===== src/hdl/afc_pkg.sv =====
package afc_pkg;

  localparam int unsigned NOW_W      = 32;
  localparam int unsigned PRESSURE_W = 10;
  localparam int unsigned ACCEL_W    = 16;
  localparam int unsigned CFG_W      = 16;
  localparam int unsigned LEVEL_W    = 8;
  localparam int unsigned MAG_W      = ACCEL_W + 1;

  localparam logic [LEVEL_W-1:0] FADE_STEP = 8'd5;
  localparam logic [LEVEL_W-1:0] LEVEL_MAX = 8'd255;
  localparam logic [LEVEL_W-1:0] LEVEL_MIN = 8'd0;
  localparam logic [LEVEL_W-1:0] PINK_BLUE = 8'd128;

  // floor(now / 200) = floor((now >> 3) / 25), exact by reciprocal for 29-bit operands
  localparam int unsigned BLINK_HALF_MS   = 200;
  localparam int unsigned BLINK_PRE_SHIFT = 3;
  localparam int unsigned BLINK_DIVISOR   = BLINK_HALF_MS >> BLINK_PRE_SHIFT;
  localparam int unsigned BLINK_X_W       = NOW_W - BLINK_PRE_SHIFT;
  localparam int unsigned BLINK_SHIFT     = 34;
  localparam int unsigned BLINK_RECIP_W   = 30;
  localparam logic [BLINK_RECIP_W-1:0] BLINK_RECIP =
    BLINK_RECIP_W'((64'd1 << BLINK_SHIFT) / BLINK_DIVISOR + 64'd1);
  localparam int unsigned BLINK_PROD_W    = BLINK_X_W + BLINK_RECIP_W;

  localparam logic [PRESSURE_W-1:0] PRESSURE_THR_RST = 10'd400;
  localparam logic [CFG_W-1:0]      MOTION_THR_RST   = 16'd10000;
  localparam logic [CFG_W-1:0]      SAMPLE_INT_RST   = 16'd2000;
  localparam logic [CFG_W-1:0]      FADE_INT_RST     = 16'd30;

  typedef enum logic [1:0] {
    CFG_PRESSURE_THR = 2'd0,
    CFG_MOTION_THR   = 2'd1,
    CFG_SAMPLE_INT   = 2'd2,
    CFG_FADE_INT     = 2'd3
  } cfg_reg_t;

  typedef enum logic [2:0] {
    PH_RED_DOWN   = 3'd0,
    PH_GREEN_UP   = 3'd1,
    PH_BLUE_DOWN  = 3'd2,
    PH_RED_UP     = 3'd3,
    PH_GREEN_DOWN = 3'd4,
    PH_BLUE_UP    = 3'd5
  } fade_phase_t;

  typedef struct packed {
    fade_phase_t        phase;
    logic [LEVEL_W-1:0] red;
    logic [LEVEL_W-1:0] green;
    logic [LEVEL_W-1:0] blue;
  } fade_state_t;

endpackage


===== src/hdl/afc_blink.sv =====
module afc_blink
  import afc_pkg::*;
(
  input  logic [NOW_W-1:0] now_ms,
  output logic             led_dark
);

  logic [BLINK_X_W-1:0]    x;
  logic [BLINK_PROD_W-1:0] prod;

  assign x        = now_ms[NOW_W-1:BLINK_PRE_SHIFT];
  assign prod     = {{BLINK_RECIP_W{1'b0}}, x} * {{BLINK_X_W{1'b0}}, BLINK_RECIP};
  assign led_dark = prod[BLINK_SHIFT];

endmodule


===== src/hdl/afc_fade.sv =====
module afc_fade
  import afc_pkg::*;
(
  input  fade_state_t cur,
  output fade_state_t nxt
);

  always_comb begin
    nxt = cur;
    unique case (cur.phase)
      PH_RED_DOWN: begin
        if (cur.red <= FADE_STEP) begin
          nxt.red   = LEVEL_MIN;
          nxt.phase = PH_GREEN_UP;
        end else begin
          nxt.red = cur.red - FADE_STEP;
        end
      end
      PH_GREEN_UP: begin
        if (cur.green >= LEVEL_MAX - FADE_STEP) begin
          nxt.green = LEVEL_MAX;
          nxt.phase = PH_BLUE_DOWN;
        end else begin
          nxt.green = cur.green + FADE_STEP;
        end
      end
      PH_BLUE_DOWN: begin
        if (cur.blue <= FADE_STEP) begin
          nxt.blue  = LEVEL_MIN;
          nxt.phase = PH_RED_UP;
        end else begin
          nxt.blue = cur.blue - FADE_STEP;
        end
      end
      PH_RED_UP: begin
        if (cur.red >= LEVEL_MAX - FADE_STEP) begin
          nxt.red   = LEVEL_MAX;
          nxt.phase = PH_GREEN_DOWN;
        end else begin
          nxt.red = cur.red + FADE_STEP;
        end
      end
      PH_GREEN_DOWN: begin
        if (cur.green <= FADE_STEP) begin
          nxt.green = LEVEL_MIN;
          nxt.phase = PH_BLUE_UP;
        end else begin
          nxt.green = cur.green - FADE_STEP;
        end
      end
      PH_BLUE_UP: begin
        if (cur.blue >= LEVEL_MAX - FADE_STEP) begin
          nxt.blue  = LEVEL_MAX;
          nxt.phase = PH_RED_DOWN;
        end else begin
          nxt.blue = cur.blue + FADE_STEP;
        end
      end
      default: begin
        nxt = cur;
      end
    endcase
  end

endmodule


===== src/hdl/alert_and_rgb_fade_controller_top.sv =====
// Alert and RGB fade controller. Each input transfer is one control pass and yields exactly
// one result transfer: motor drive, the three LED levels last written and the alert latch.
// One pass is accepted every clock cycle unless in_stall is high. A pass is held in the input
// register after its transfer and moves to the result register when that register is empty or
// the output is not stalled; it is valid at the output while it sits there. All state (alert
// latch, fade colors and phase, fade and sample timestamps, LED levels) updates in the cycle a
// pass moves from the input register to the result register, which sets the one-per-cycle rate.
// The 200 ms blink phase comes from a 29x30-bit reciprocal multiplier in that same cycle.
// Configuration registers take effect on the next pass; write them only while the block is idle.
module alert_and_rgb_fade_controller_top
  import afc_pkg::*;
(
  input  logic                      clk,
  input  logic                      rst_n,

  input  logic                      cfg_we,
  input  logic [1:0]                cfg_addr,
  input  logic [CFG_W-1:0]          cfg_wdata,

  input  logic                      in_valid,
  output logic                      in_stall,
  input  logic [NOW_W-1:0]          in_now_ms,
  input  logic [PRESSURE_W-1:0]     in_pressure,
  input  logic                      in_button,
  input  logic signed [ACCEL_W-1:0] in_accel_x,
  input  logic signed [ACCEL_W-1:0] in_accel_y,

  output logic                      out_valid,
  input  logic                      out_stall,
  output logic                      out_motor_on,
  output logic [LEVEL_W-1:0]        out_led_red,
  output logic [LEVEL_W-1:0]        out_led_green,
  output logic [LEVEL_W-1:0]        out_led_blue,
  output logic                      out_alert_on
);

  logic [PRESSURE_W-1:0] pressure_thr_r;
  logic [CFG_W-1:0]      motion_thr_r;
  logic [CFG_W-1:0]      sample_int_r;
  logic [CFG_W-1:0]      fade_int_r;

  logic                  v1_r;
  logic                  v2_r;
  logic [NOW_W-1:0]      now_r;
  logic [PRESSURE_W-1:0] pressure_r;
  logic                  button_r;
  logic [ACCEL_W-1:0]    accel_x_r;
  logic [ACCEL_W-1:0]    accel_y_r;

  logic                  alert_r;
  logic                  alert_nxt;
  fade_state_t           fade_r;
  fade_state_t           fade_nxt;
  fade_state_t           fade_step;
  logic [NOW_W-1:0]      last_fade_r;
  logic [NOW_W-1:0]      last_fade_nxt;
  logic [NOW_W-1:0]      last_sample_r;
  logic [NOW_W-1:0]      last_sample_nxt;
  logic                  motor_r;
  logic [LEVEL_W-1:0]    led_red_r;
  logic [LEVEL_W-1:0]    led_green_r;
  logic [LEVEL_W-1:0]    led_blue_r;
  logic [LEVEL_W-1:0]    led_red_nxt;
  logic [LEVEL_W-1:0]    led_green_nxt;
  logic [LEVEL_W-1:0]    led_blue_nxt;

  logic                  out_adv;
  logic                  pass_adv;
  logic                  high;
  logic                  led_dark;
  logic                  fade_due;
  logic                  sample_due;
  logic                  alert_mid;
  logic [MAG_W-1:0]      mag_x;
  logic [MAG_W-1:0]      mag_y;
  logic [NOW_W-1:0]      fade_elapsed;
  logic [NOW_W-1:0]      sample_elapsed;

  always_ff @(posedge clk) begin
    if (!rst_n) begin
      pressure_thr_r <= PRESSURE_THR_RST;
      motion_thr_r   <= MOTION_THR_RST;
      sample_int_r   <= SAMPLE_INT_RST;
      fade_int_r     <= FADE_INT_RST;
    end else if (cfg_we) begin
      unique case (cfg_reg_t'(cfg_addr))
        CFG_PRESSURE_THR: pressure_thr_r <= cfg_wdata[PRESSURE_W-1:0];
        CFG_MOTION_THR:   motion_thr_r   <= cfg_wdata;
        CFG_SAMPLE_INT:   sample_int_r   <= cfg_wdata;
        CFG_FADE_INT:     fade_int_r     <= cfg_wdata;
        default:          ;
      endcase
    end
  end

  assign out_adv  = !v2_r || !out_stall;
  assign pass_adv = v1_r && out_adv;
  assign in_stall = v1_r && !out_adv;

  always_ff @(posedge clk) begin
    if (!rst_n) begin
      v1_r <= 1'b0;
      v2_r <= 1'b0;
    end else begin
      if (!in_stall) begin
        v1_r <= in_valid;
      end
      if (out_adv) begin
        v2_r <= v1_r;
      end
    end
  end

  always_ff @(posedge clk) begin
    if (in_valid && !in_stall) begin
      now_r      <= in_now_ms;
      pressure_r <= in_pressure;
      button_r   <= in_button;
      accel_x_r  <= in_accel_x;
      accel_y_r  <= in_accel_y;
    end
  end

  afc_blink u_blink (
    .now_ms   (now_r),
    .led_dark (led_dark)
  );

  afc_fade u_fade (
    .cur (fade_r),
    .nxt (fade_step)
  );

  assign high           = pressure_r > pressure_thr_r;
  assign fade_elapsed   = now_r - last_fade_r;
  assign sample_elapsed = now_r - last_sample_r;
  assign fade_due       = fade_elapsed >= {{(NOW_W-CFG_W){1'b0}}, fade_int_r};
  assign sample_due     = sample_elapsed >= {{(NOW_W-CFG_W){1'b0}}, sample_int_r};
  assign mag_x = accel_x_r[ACCEL_W-1] ? (MAG_W'(1) << ACCEL_W) - {1'b0, accel_x_r}
                                      : {1'b0, accel_x_r};
  assign mag_y = accel_y_r[ACCEL_W-1] ? (MAG_W'(1) << ACCEL_W) - {1'b0, accel_y_r}
                                      : {1'b0, accel_y_r};

  always_comb begin
    alert_mid     = alert_r;
    fade_nxt      = fade_r;
    last_fade_nxt = last_fade_r;
    led_red_nxt   = led_red_r;
    led_green_nxt = led_green_r;
    led_blue_nxt  = led_blue_r;
    if (alert_r) begin
      if (button_r) begin
        alert_mid     = 1'b0;
        led_red_nxt   = LEVEL_MIN;
        led_green_nxt = LEVEL_MAX;
        led_blue_nxt  = LEVEL_MIN;
      end else begin
        led_red_nxt   = led_dark ? LEVEL_MIN : LEVEL_MAX;
        led_green_nxt = LEVEL_MIN;
        led_blue_nxt  = LEVEL_MIN;
      end
    end else if (high) begin
      led_red_nxt   = LEVEL_MAX;
      led_green_nxt = LEVEL_MIN;
      led_blue_nxt  = PINK_BLUE;
    end else if (fade_due) begin
      last_fade_nxt = now_r;
      fade_nxt      = fade_step;
      led_red_nxt   = fade_step.red;
      led_green_nxt = fade_step.green;
      led_blue_nxt  = fade_step.blue;
    end
  end

  always_comb begin
    alert_nxt       = alert_mid;
    last_sample_nxt = last_sample_r;
    if (sample_due) begin
      last_sample_nxt = now_r;
      if (!alert_mid && (mag_x > {1'b0, motion_thr_r} || mag_y > {1'b0, motion_thr_r})) begin
        alert_nxt = 1'b1;
      end
    end
  end

  always_ff @(posedge clk) begin
    if (!rst_n) begin
      alert_r       <= 1'b0;
      fade_r        <= '{phase: PH_RED_DOWN, red: LEVEL_MAX, green: LEVEL_MIN, blue: LEVEL_MAX};
      last_fade_r   <= '0;
      last_sample_r <= '0;
      motor_r       <= 1'b0;
      led_red_r     <= '0;
      led_green_r   <= '0;
      led_blue_r    <= '0;
    end else if (pass_adv) begin
      alert_r       <= alert_nxt;
      fade_r        <= fade_nxt;
      last_fade_r   <= last_fade_nxt;
      last_sample_r <= last_sample_nxt;
      motor_r       <= high;
      led_red_r     <= led_red_nxt;
      led_green_r   <= led_green_nxt;
      led_blue_r    <= led_blue_nxt;
    end
  end

  assign out_valid     = v2_r;
  assign out_motor_on  = motor_r;
  assign out_led_red   = led_red_r;
  assign out_led_green = led_green_r;
  assign out_led_blue  = led_blue_r;
  assign out_alert_on  = alert_r;

`ifndef SYNTH
  a_stall_needs_item: assert property (@(posedge clk) disable iff (!rst_n)
    in_stall |-> v1_r)
    else $error("input stalled with an empty input register");

  a_fade_phase_range: assert property (@(posedge clk) disable iff (!rst_n)
    fade_r.phase <= PH_BLUE_UP)
    else $error("fade phase outside six-phase cycle");

  a_clear_writes_green: assert property (@(posedge clk) disable iff (!rst_n)
    (pass_adv && alert_r && button_r) |=>
      (out_led_red == LEVEL_MIN && out_led_green == LEVEL_MAX && out_led_blue == LEVEL_MIN))
    else $error("alert clear did not write green");
`endif

endmodule

===== config.mk =====
export PLATFORM = sky130hd
export DESIGN_NAME = alert_and_rgb_fade_controller_top
export DESIGN_NICKNAME = d
export VERILOG_FILES = /design/src/hdl/afc_pkg.sv /design/src/hdl/afc_blink.sv /design/src/hdl/afc_fade.sv /design/src/hdl/alert_and_rgb_fade_controller_top.sv
export SDC_FILE = /design/constraint.sdc
export NUM_CORES = 1
export LEC_CHECK = 0
export BUFFER_PORTS_ARGS = -buffer_cell sky130_fd_sc_hd__buf_2
export CAP_MARGIN = 20
export CORE_ASPECT_RATIO = 0.7
export CORE_MARGIN = 2
export CORE_UTILIZATION = 40
export CTS_CLUSTER_DIAMETER = 100
export DETAILED_ROUTE_END_ITERATION = 12
export GPL_TIMING_DRIVEN = 0
export PLACE_DENSITY = 0.66
export SLEW_MARGIN = 20
export SYNTH_ARGS = -nofsm -noshare
export SYNTH_HDL_FRONTEND = slang
export SYNTH_SLANG_ARGS = --single-unit

===== constraint.sdc =====
create_clock -name clk -period 18.7 [get_ports clk]
set_input_delay 1.87 -clock clk [delete_from_list [all_inputs] [get_ports clk]]
set_output_delay 1.87 -clock clk [all_outputs]
set_load 0.01 [all_outputs]

**Word-level counts from Yosys, hierarchy flattened**

Index checks and enable logic that the tools add are counted.

- Bits in registers: 252
- Bits in latches: 0
- Memory bits (writable): 0
- ROM bits: 0
- Input bits: 98
- Output and inout bits: 28
- Logic and storage cells: 117
- Memories kept: 0

- $add $sub $neg: 10
- Multipliers: 1
- Divide/modulo/power cells: 0
- Magnitude comparators: 11
- Eq/ne operators: 14
- Shifts and indexed selects: 0
- Muxes and demuxes: 34
- Bitwise gates (word level): 2
- Reduce and logical (&&, ||, !) cells: 23

Operators by type and width:

| cell | count |
|---|---|
| 8-bit 2-to-1 mux | 18 |
| 32-bit by 16-bit >= comparator with 1-bit output | 2 |
| 32-bit subtractor | 2 |
| 8-bit case mux with 2 select lines | 3 |
| 17-bit by 16-bit greater-than comparator with 1-bit output | 2 |
| 17-bit 2-to-1 mux | 2 |
| 17-bit by 16-bit subtractor with 17-bit output, first input constant | 2 |
| 29-bit by 26-bit multiplier with 31-bit output, second input constant | 1 |
| 8-bit by 3-bit adder with 8-bit output, second input constant | 3 |
| 8-bit >= comparator, second input constant | 3 |
| 8-bit by 3-bit less-or-equal comparator with 1-bit output, second input constant | 3 |
| 8-bit by 3-bit subtractor with 8-bit output, second input constant | 3 |
| 3-bit 2-to-1 mux | 6 |
| 3-bit case mux with 6 select lines | 1 |
| 2-bit by 1-bit inequality test with 1-bit output, second input constant | 6 |
| 2-bit AND reduction | 6 |
| 11-bit AND reduction | 1 |
| 10-bit greater-than comparator | 1 |
| 3-bit by 2-bit equality test with 1-bit output, second input constant | 2 |
| 3-bit equality test, second input constant | 2 |
| 6-bit nonzero test | 1 |
| 1-bit zero test | 5 |
| 2-bit equality test, second input constant | 2 |
| 1-bit logical AND | 4 |
| 9 further kinds | 14 |

**Depth between registers and ports, before layout**

Gate-level depths: netlist (run 1).

- Word-level depth: 7
- Depth in mapped cells: 27
- Mapped depth without buffers: 25

**Modules after synthesis**

From an unflattened synthesis (run 1), not the netlist that was laid out.

- Cell total of the unflattened synthesis: 2712
- Area total of the unflattened synthesis: 23580.1 um^2

By module, submodules not included:

| module | times used | cells each | area an instance (um^2) | seq. area each (um^2) |
|---|---|---|---|---|
| alert_and_rgb_fade_controller_top | 1 | 1804 | 15469.8 | 5795.6 |
| afc_blink | 1 | 653 | 6500.0 | 0.0 |
| afc_fade | 1 | 255 | 1610.3 | 0.0 |

**Worst setup path before layout (run 1)**

Ideal clock, no wire load.

- Path type: reg-to-reg
- Start point: register now_r[13]
- End point: register led_red_r[0], in the netlist out_led_red[0]
- Library setup time: 0.091 ns
- Arrival: 5.916 ns
- Required time: 18.609 ns
- Slack: 12.693 ns
- Cell stages (with the launch flop): 22
- Buffers on the path: 0
- Period minus slack after synthesis: 6.007 ns
- Path through: edfxtp_1 inv_1 fa_1 inv_1 ha_1 fa_1 fa_1 inv_1 fa_1 fa_1 fa_1 inv_1 ha_1 nand4_1 or2_2 nor3_1 a21oi_1 o211ai_1 a311oi_1 xnor2_1 nand3b_1 a311oi_1

- Longest elaborated chain between the ends: 4
- Elaborated cells between the ends (all ways): 8
- Classes of those cells: add/sub: 1; mul: 1; order compare: 1; mux: 3; reduce/logical: 2

RTL lines:

| what | line | text |
|---|---|---|
| start: declaration | alert_and_rgb_fade_controller_top.sv:44 | `logic [NOW_W-1:0] now_r;` |
| start signal: assignment | alert_and_rgb_fade_controller_top.sv:116 | `now_r <= in_now_ms;` |
| 29-bit by 26-bit multiplier with 31-bit output / 32-bit subtractor (equally long branches) | afc_blink.sv:12, alert_and_rgb_fade_controller_top.sv:135 |  |
| 8-bit 2-to-1 mux / 32-bit by 16-bit >= comparator with 1-bit output (equally long branches) | alert_and_rgb_fade_controller_top.sv:158, alert_and_rgb_fade_controller_top.sv:137 |  |
| 8-bit 2-to-1 mux / 3-bit nonzero test (equally long branches) | n/a |  |
| 8-bit 2-to-1 mux / 2-bit AND reduction (equally long branches) | n/a |  |
| end signal: assignment | alert_and_rgb_fade_controller_top.sv:202 | `led_red_r <= led_red_nxt;` |
| end: declaration | alert_and_rgb_fade_controller_top.sv:60 | `logic [LEVEL_W-1:0] led_red_r;` |

Several ways; a longest one is shown, not always the timed one.
A chain may end at the register's enable or synchronous reset.

**Final worst setup path (run 1)**

- Start point: register now_r[13]
- End point: register led_red_r[7], in the netlist out_led_red[7]

The elaborated chain is that of the path after synthesis.

==> flow_summary.json, run 1 <==
{
  "period_share_pct": 46.53,
  "tightest_slew_ns": 1.126,
  "synthTopCellsByArea": "ha_1 18%, dfxtp_1 16%, fa_1 13%",
  "antenna_cells": 0,
  "multi_input_area_um2": 15030,
  "numCtsBuffers": 28,
  "comb_power_share_pct": 59.0,
  "drv_slew": 0,
  "max_freq_mhz": 114.9,
  "core_area_um2": 56630,
  "drive_above_1_share_pct": 7.382,
  "overflow": 0,
  "synth_cells": 2625,
  "fin_crit_ns": 8.701,
  "critPathCaptureType": "flip-flop",
  "reg2reg_slack_ns": 10.0,
  "slew_headroom_pct": 24.93,
  "status": "completed",
  "power_switching_uw": 1323,
  "cellPowerDensity_nw_per_um2": 117.0,
  "fp.dieH_um": 203.9,
  "hold_path_depth": 2,
  "path_class": "reg -> reg",
  "synth-seq-cells": 252,
  "synth.most_common_cell": "inv_1",
  "finalClockSkew_ns": 0.01071,
  "yosysWarnings": 0,
  "async_flop_share_pct": 0,
  "clk_pin_slew_worst_paths_ns": 0.06,
  "dp_hpwl_um": 51210,
  "syn_avg_cell_area_um2": 8.695,
  "max_cap_violations": 0,
  "drtIter0Drc": 1872,
  "post-cts-setup-buffers": 0,
  "vias_per_cell": 5.354,
  "route.detailed.drc": 0,
  "clockBufferDepth": 3,
  "cts_root_buf": "clkbuf_16",
  "start_util_pct": 40.30,
  "yosys.area.top_type": "ha_1",
  "crit_arrival_ns": 9.19,
  "ios": 126,
  "cp.required_ns": 19.18,
  "syn-num-nets": 3192,
  "antenna_found_initial": 1,
  "grt_util_all_layers_pct": 22.19,
  "grt_max_degree": 28,
  "ys_types": 75,
  "clkPwrFrac_pct": 19.7,
  "crit_path_max_fanout": 13,
  "synth_common_cells": "427 x inv_1, 324 x ha_1, 263 x nand2_1",
  "p_int_uw": 1654,
  "holdBufCountCts": 0,
  "seqPwrFrac_pct": 21.3,
  "rsz0062_at_grt": "no",
  "sw_frac_of_total_pct": 44.44,
  "hp-start": "fade_int_r[8]",
  "whs_ns": 0.4521,
  "cts_sinks": 252,
  "synth_area_um2": 22820,
  "n_fill_cell": 5599,
  "synthToLayoutAreaGrowth_pct": 11.46,
  "grt_pass1_vias": 17930,
  "routed_wl_um": 65550,
  "startpoint": "now_r[13]",
  "place_congestion": 0.9432,
  "htreeDepth": 1,
  "setup_violations": 0,
  "die_x_um": 289.5,
  "ff_latch_area_um2": 5796,
  "reg2reg_to": "out_led_red[7]",
  "synth-edff-count": 75,
  "reg2reg_from": "now_r[13]",
  "synth_top_flop_cell": "dfxtp_1",
  "postRouteAntennaNets": 0,
  "ys_seq_area_share_pct": 25.39,
  "via_count": 19030,
  "p_leak_uw": 0.01098,
  "worstHoldPathType": "reg -> reg",
  "netlist.area_leader.share_pct": 17.76,
  "dieArea_um2": 59010,
  "drt-wirelength-per-cell_um": 18.44,
  "hold_violations": 0,
  "nNetsFinal": 3349,
  "dr.pass1.iters": 5,
  "vdd_drop_max_uv": 141.9,
  "startpoint_type": "flip-flop",
  "reg2regPathDepth": 21,
  "io_buffers": 124,
  "cts_tree": "built",
  "insertion_delay_ns": 0.58,
  "fin_tns_setup_ns": 0,
  "crit_end": "out_led_red[7]",
  "grt_pass1_wl_um": 102500,
  "rows": 73,
  "post_cts_resized": 0
}
## final cells by class
cell class / count / share of cell area, %
clock inverters: 15 / 0.5607
clock buffers: 37 / 3.300
flip-flops and latches: 252 / 22.78
inverters: 428 / 6.315
multi-input cells: 1844 / 59.06
plain buffers: 101 / 1.584
repair buffers: 127 / 2.705
well taps: 750 / 3.689
## worst min path at each step
| stage | end | slack (ns) |
|---|---|---|
| CTS | fade_int_r[8] | 0.46 |
| global route | fade_int_r[8] | 0.47 |
| global placement | last_sample_r[9] | 0.44 |
| floorplan | last_sample_r[10] | 0.43 |
| finish | fade_int_r[8] | 0.45 |
| detailed placement | last_sample_r[25] | 0.45 |
## per-layer routing
metal  global-route usage, %  wire [um]  up-vias
met4                   3.297        803        0
met1                   36.25      33380     8929
met3                   5.938       6621       55
met2                   28.69      24740      708
li1                        -          -     9336
met5                       0          0        -
## critical path: stages (launching register included)
cell,delay [ns]
edfxtp_1,0.94
inv_1,0.17
fa_1,0.57
inv_1,0.06
ha_1,0.31
fa_1,0.47
fa_1,0.54
inv_1,0.05
fa_1,0.52
fa_1,0.52
fa_1,0.54
inv_1,0.05
ha_1,0.31
nand4_1,0.16
or2_2,0.41
nor3_1,0.76
a21oi_1,0.18
o211ai_1,0.31
a311oi_1,0.25
xnor2_1,0.65
nand3b_1,0.45
a311oi_1,0.36
## state kept, by name (all words and copies together), names as in the netlist, 8 cells and up
signal          cells
last_fade_r        32
last_sample_r      32
now_r              32
fade_r             27
accel_x_r          16
accel_y_r          16
fade_int_r         16
motion_thr_r       16
sample_int_r       16
pressure_r         10
pressure_thr_r     10
out_led_blue        8
out_led_green       8
out_led_red         8
## power by group through the flow
| stage | Combinational, uW | Clock (uW) | Sequential, uW |
|---|---|---|---|
| final | 1760 | 587 | 633 |
| after detailed placement | 1730 | 0 | 643 |
| after global routing | 2000 | 618 | 635 |
| after CTS | 1750 | 599 | 631 |
| after floorplan | 1210 | 0 | 627 |
| after global placement | 1700 | 0 | 644 |
## metrics by stage
stage | instances | instance area, um2 | power, uW | setup slack [ns] | utilization (%)
floorplan | 2625 | 22820 | 1835 | 12.69 | -
global placement | 3499 | 24380 | 2342 | 10.32 | 43.06
detailed placement | 3502 | 24460 | 2370 | 10.27 | 43.19
CTS | 3554 | 25440 | 2980 | 10.24 | 44.92
global route | 3554 | 25440 | 3256 | 9.740 | 44.92
finish | 3554 | 25440 | 2976 | 9.999 | 44.92
## cells in the final DEF, fill, tap and decap left out, types with 7 or more instances in the layout
cell type | netlist | layout
or3_1 | 12 | 12
ha_1 | 324 | 324
o21a_1 | 26 | 26
clkbuf_16 | 0 | 32
o2111ai_1 | 9 | 9
nor3_1 | 53 | 53
xnor2_1 | 74 | 74
o221ai_1 | 9 | 9
dfxtp_1 | 177 | 177
nand3_1 | 95 | 95
a211oi_1 | 13 | 13
or2_2 | 8 | 8
nand2_1 | 263 | 263
a21o_1 | 32 | 32
edfxtp_1 | 75 | 75
o21bai_1 | 24 | 24
a21oi_1 | 215 | 215
buf_2 | 4 | 128
a2111oi_0 | 9 | 9
buf_1 | 7 | 7
inv_1 | 427 | 427
fa_1 | 145 | 145
nand4_1 | 22 | 22
nand3b_1 | 8 | 8
o211ai_1 | 30 | 30
mux2i_1 | 40 | 40
clkbuf_1 | 86 | 89
xor2_1 | 21 | 21
o21ai_0 | 137 | 137
nor2b_1 | 25 | 24
and3_1 | 11 | 11
o31ai_1 | 19 | 19
o22ai_1 | 10 | 10
nand2b_1 | 15 | 15
a311oi_1 | 18 | 18
nor2_1 | 75 | 75
## cells by family (layout without fill, tap and decap cells)
family                   count (synthesis)  after routing  share of synthesized area, %
XOR/XNOR                                95             95                         3.646
buffers and inverters                  529            708                         8.804
multiplexers                            42             42                         1.853
adder cells (fa/ha/maj)                469            469                         30.48
flip-flops                             252            252                         25.39
AND/OR/NAND/NOR                        627            627                         13.05
AO/OA/AOI/OAI                          611            611                         16.78
(Power assumes the default switching activity.)
==> inputs of run 2 (changes only) <==
==> constraint.sdc (replaced) <==
create_clock -name clk -period 8.18 [get_ports clk]
set_input_delay 0.818 -clock clk [delete_from_list [all_inputs] [get_ports clk]]
set_output_delay 0.818 -clock clk [all_outputs]
set_load 0.01 [all_outputs]
==> flow_summary.json, run 2 (synthesis results as in run 1) <==
{
  "seqPwrFrac_pct": 20.7,
  "hold_violations": 0,
  "tightest_slew_ns": 1.106,
  "crit_path_max_fanout": 8,
  "power_switching_uw": 3055,
  "fin_area_um2": 25840,
  "ios": 126,
  "clk_pin_slew_worst_paths_ns": 0.07,
  "path_class": "reg -> reg",
  "vdd_drop_max_uv": 406.6,
  "io_buffers": 124,
  "grt_max_degree": 28,
  "reg2reg_from": "now_r[13]",
  "fp.dieH_um": 203.9,
  "dpl-instance-area_um2": 24460,
  "drv_slew": 0,
  "status": "completed",
  "dr.pass1.iters": 5,
  "reg2reg_to": "out_led_red[5]",
  "setup_violations": 0,
  "max_freq_mhz": 127.1,
  "dp_hpwl_um": 51210,
  "overflow": 0,
  "place_congestion": 0.9432,
  "reg2reg_slack_ns": 0.31,
  "critPathTopFamily": "adder cells",
  "clockBufferDepth": 3,
  "cts_sinks": 252,
  "finalClockSkew_ns": 0.01059,
  "startpoint_type": "flip-flop",
  "dieArea_um2": 59010,
  "start_util_pct": 40.30,
  "dp.cells": 3502,
  "slowest_stage": "fa_1",
  "comb_power_share_pct": 59.9,
  "numCtsBuffers": 28,
  "startpoint": "now_r[13]",
  "drive_above_1_share_pct": 9.139,
  "insertion_delay_ns": 0.58,
  "cpPeakStageDelay_ns": 0.56,
  "core_area_um2": 56630,
  "grt_pass1_wl_um": 104100,
  "grt_util_all_layers_pct": 22.59,
  "nNetsFinal": 3401,
  "postRouteAntennaNets": 0,
  "reg2regPathDepth": 24,
  "antenna_cells": 0,
  "cellPowerDensity_nw_per_um2": 266.8,
  "sw_frac_of_total_pct": 44.30,
  "cp.required_ns": 8.67,
  "layout_commonest_cell": "inv_1",
  "worstSetupPathDepth": 24,
  "antenna_found_initial": 1,
  "max_cap_violations": 0,
  "htreeDepth": 1,
  "p_leak_uw": 0.01124,
  "via_count": 19370,
  "vias_per_cell": 5.372,
  "fin_cells": 3606,
  "cts_root_buf": "clkbuf_16",
  "die_x_um": 289.5,
  "fin_crit_ns": 7.867,
  "cts_tree": "built",
  "p_int_uw": 3840,
  "routed_wl_um": 66900,
  "slew_headroom_pct": 26.25,
  "drtIter0Drc": 1811,
  "rsz0062_at_grt": "no",
  "critPathCaptureType": "flip-flop",
  "rows": 73,
  "grt_pass1_vias": 18150,
  "most-common-layout-cells": "427 x inv_1, 324 x ha_1, 263 x nand2_1",
  "crit_end": "out_led_red[5]",
  "period_share_pct": 96.17,
  "reg_top3": "last_fade_r x32, last_sample_r x32, now_r x32",
  "route.detailed.drc": 0,
  "crit_arrival_ns": 8.35,
  "clkPwrFrac_pct": 19.5,
  "synthToLayoutAreaGrowth_pct": 13.23,
  "worstPathBufferInverterCount": 7,
  "worstHoldPathType": "in -> reg",
  "n_fill_cell": 5572,
  "drt-wirelength-per-cell_um": 18.55,
  "path_cells": "buf_4, ha_1, inv_1, fa_1, inv_1, fa_1, inv_1, fa_1, inv_1, fa_1, fa_1, inv_1, fa_1, inv_1, ha_1, nand4_1, or2_2, nor3_2, a21oi_1, o211ai_1, a311oi_1, xnor2_2, nand3b_1, a311oi_1"
}
==> run 2: per-layer routing <==
metal	routed length, um	track usage, %	share of wire (%)
met1	33470	36.45	50
met2	25200	29.17	38
met3	7252	6.674	11
met4	939	3.425	1.4
met5	42	0.5833	0.063
==> run 2: area by class of cell <==
class	instances	area (um2)	area share (%)
Buffer	101	402.9	1.559
Inverter	428	1607	6.217
Sequential cell	252	5796	22.43
Clock buffer	37	839.6	3.249
Timing Repair Buffer	179	1079	4.174
Clock inverter	15	142.6	0.5520
Multi-Input combinational cell	1844	15040	58.19
Tap cell	750	938.4	3.631
==> run 2: power by group through the flow <==
stage	Clock [uW]	Combinational [uW]	Sequential, uW
6_report	1340	4130	1430
5_1_grt	1410	4730	1430
4_1_cts	1370	3980	1430
3_5_place_dp	0	3900	1470
3_3_place_gp	0	3820	1470
2_1_floorplan	0	2760	1430
==> run 2: how the worst min path moves through the flow <==
stage                                 start                end  slack [ns]  cells after the start
after global placement     last_sample_r[9]   last_sample_r[9]        0.44                      2
after CTS                      in_now_ms[0]           now_r[0]        0.39                      1
after floorplan           last_sample_r[10]  last_sample_r[10]        0.43                      2
after global routing           in_now_ms[2]           now_r[2]        0.39                      1
after detailed placement  last_sample_r[25]  last_sample_r[25]        0.45                      2
final                         in_now_ms[31]          now_r[31]        0.41                      1
==> run 2: worst reg2reg max path: stages (launching register included) <==
cell and delay, ns:
edfxtp_1 0.53, buf_4 0.22, ha_1 0.47, inv_1 0.11
fa_1 0.55, inv_1 0.05, fa_1 0.49, inv_1 0.05
fa_1 0.47, inv_1 0.05, fa_1 0.45, fa_1 0.52
inv_1 0.06, fa_1 0.56, inv_1 0.05, ha_1 0.29
nand4_1 0.06, or2_2 0.35, nor3_2 0.49, a21oi_1 0.15
o211ai_1 0.29, a311oi_1 0.27, xnor2_2 0.47, nand3b_1 0.40
a311oi_1 0.36
==> run 2: stage by stage <==
step                hold WS (ns)  TNS, ns  power [uW]  util (%)  setup slack [ns]
floorplan                 0.4347        0        4195         -             2.173
global placement          0.4439   -1.514        5292     43.06           -0.2037
detailed placement        0.4464   -1.870        5366     43.19           -0.2499
CTS                       0.3903        0        6779     45.48           0.01082
global route              0.3905        0        7577     45.63           0.09658
finish                    0.4136        0        6895     45.63            0.3132
==> run 2: timing repair <==
item | 4_1_cts | 5_1_grt
hold endpoints to repair | 0 | 0
gates cloned | 0 | 0
endpoints found under the setup margin | 8 | 8
setup buffers | 42 | 10
gates resized for setup | 0 | 2
hold buffers | 0 | 0
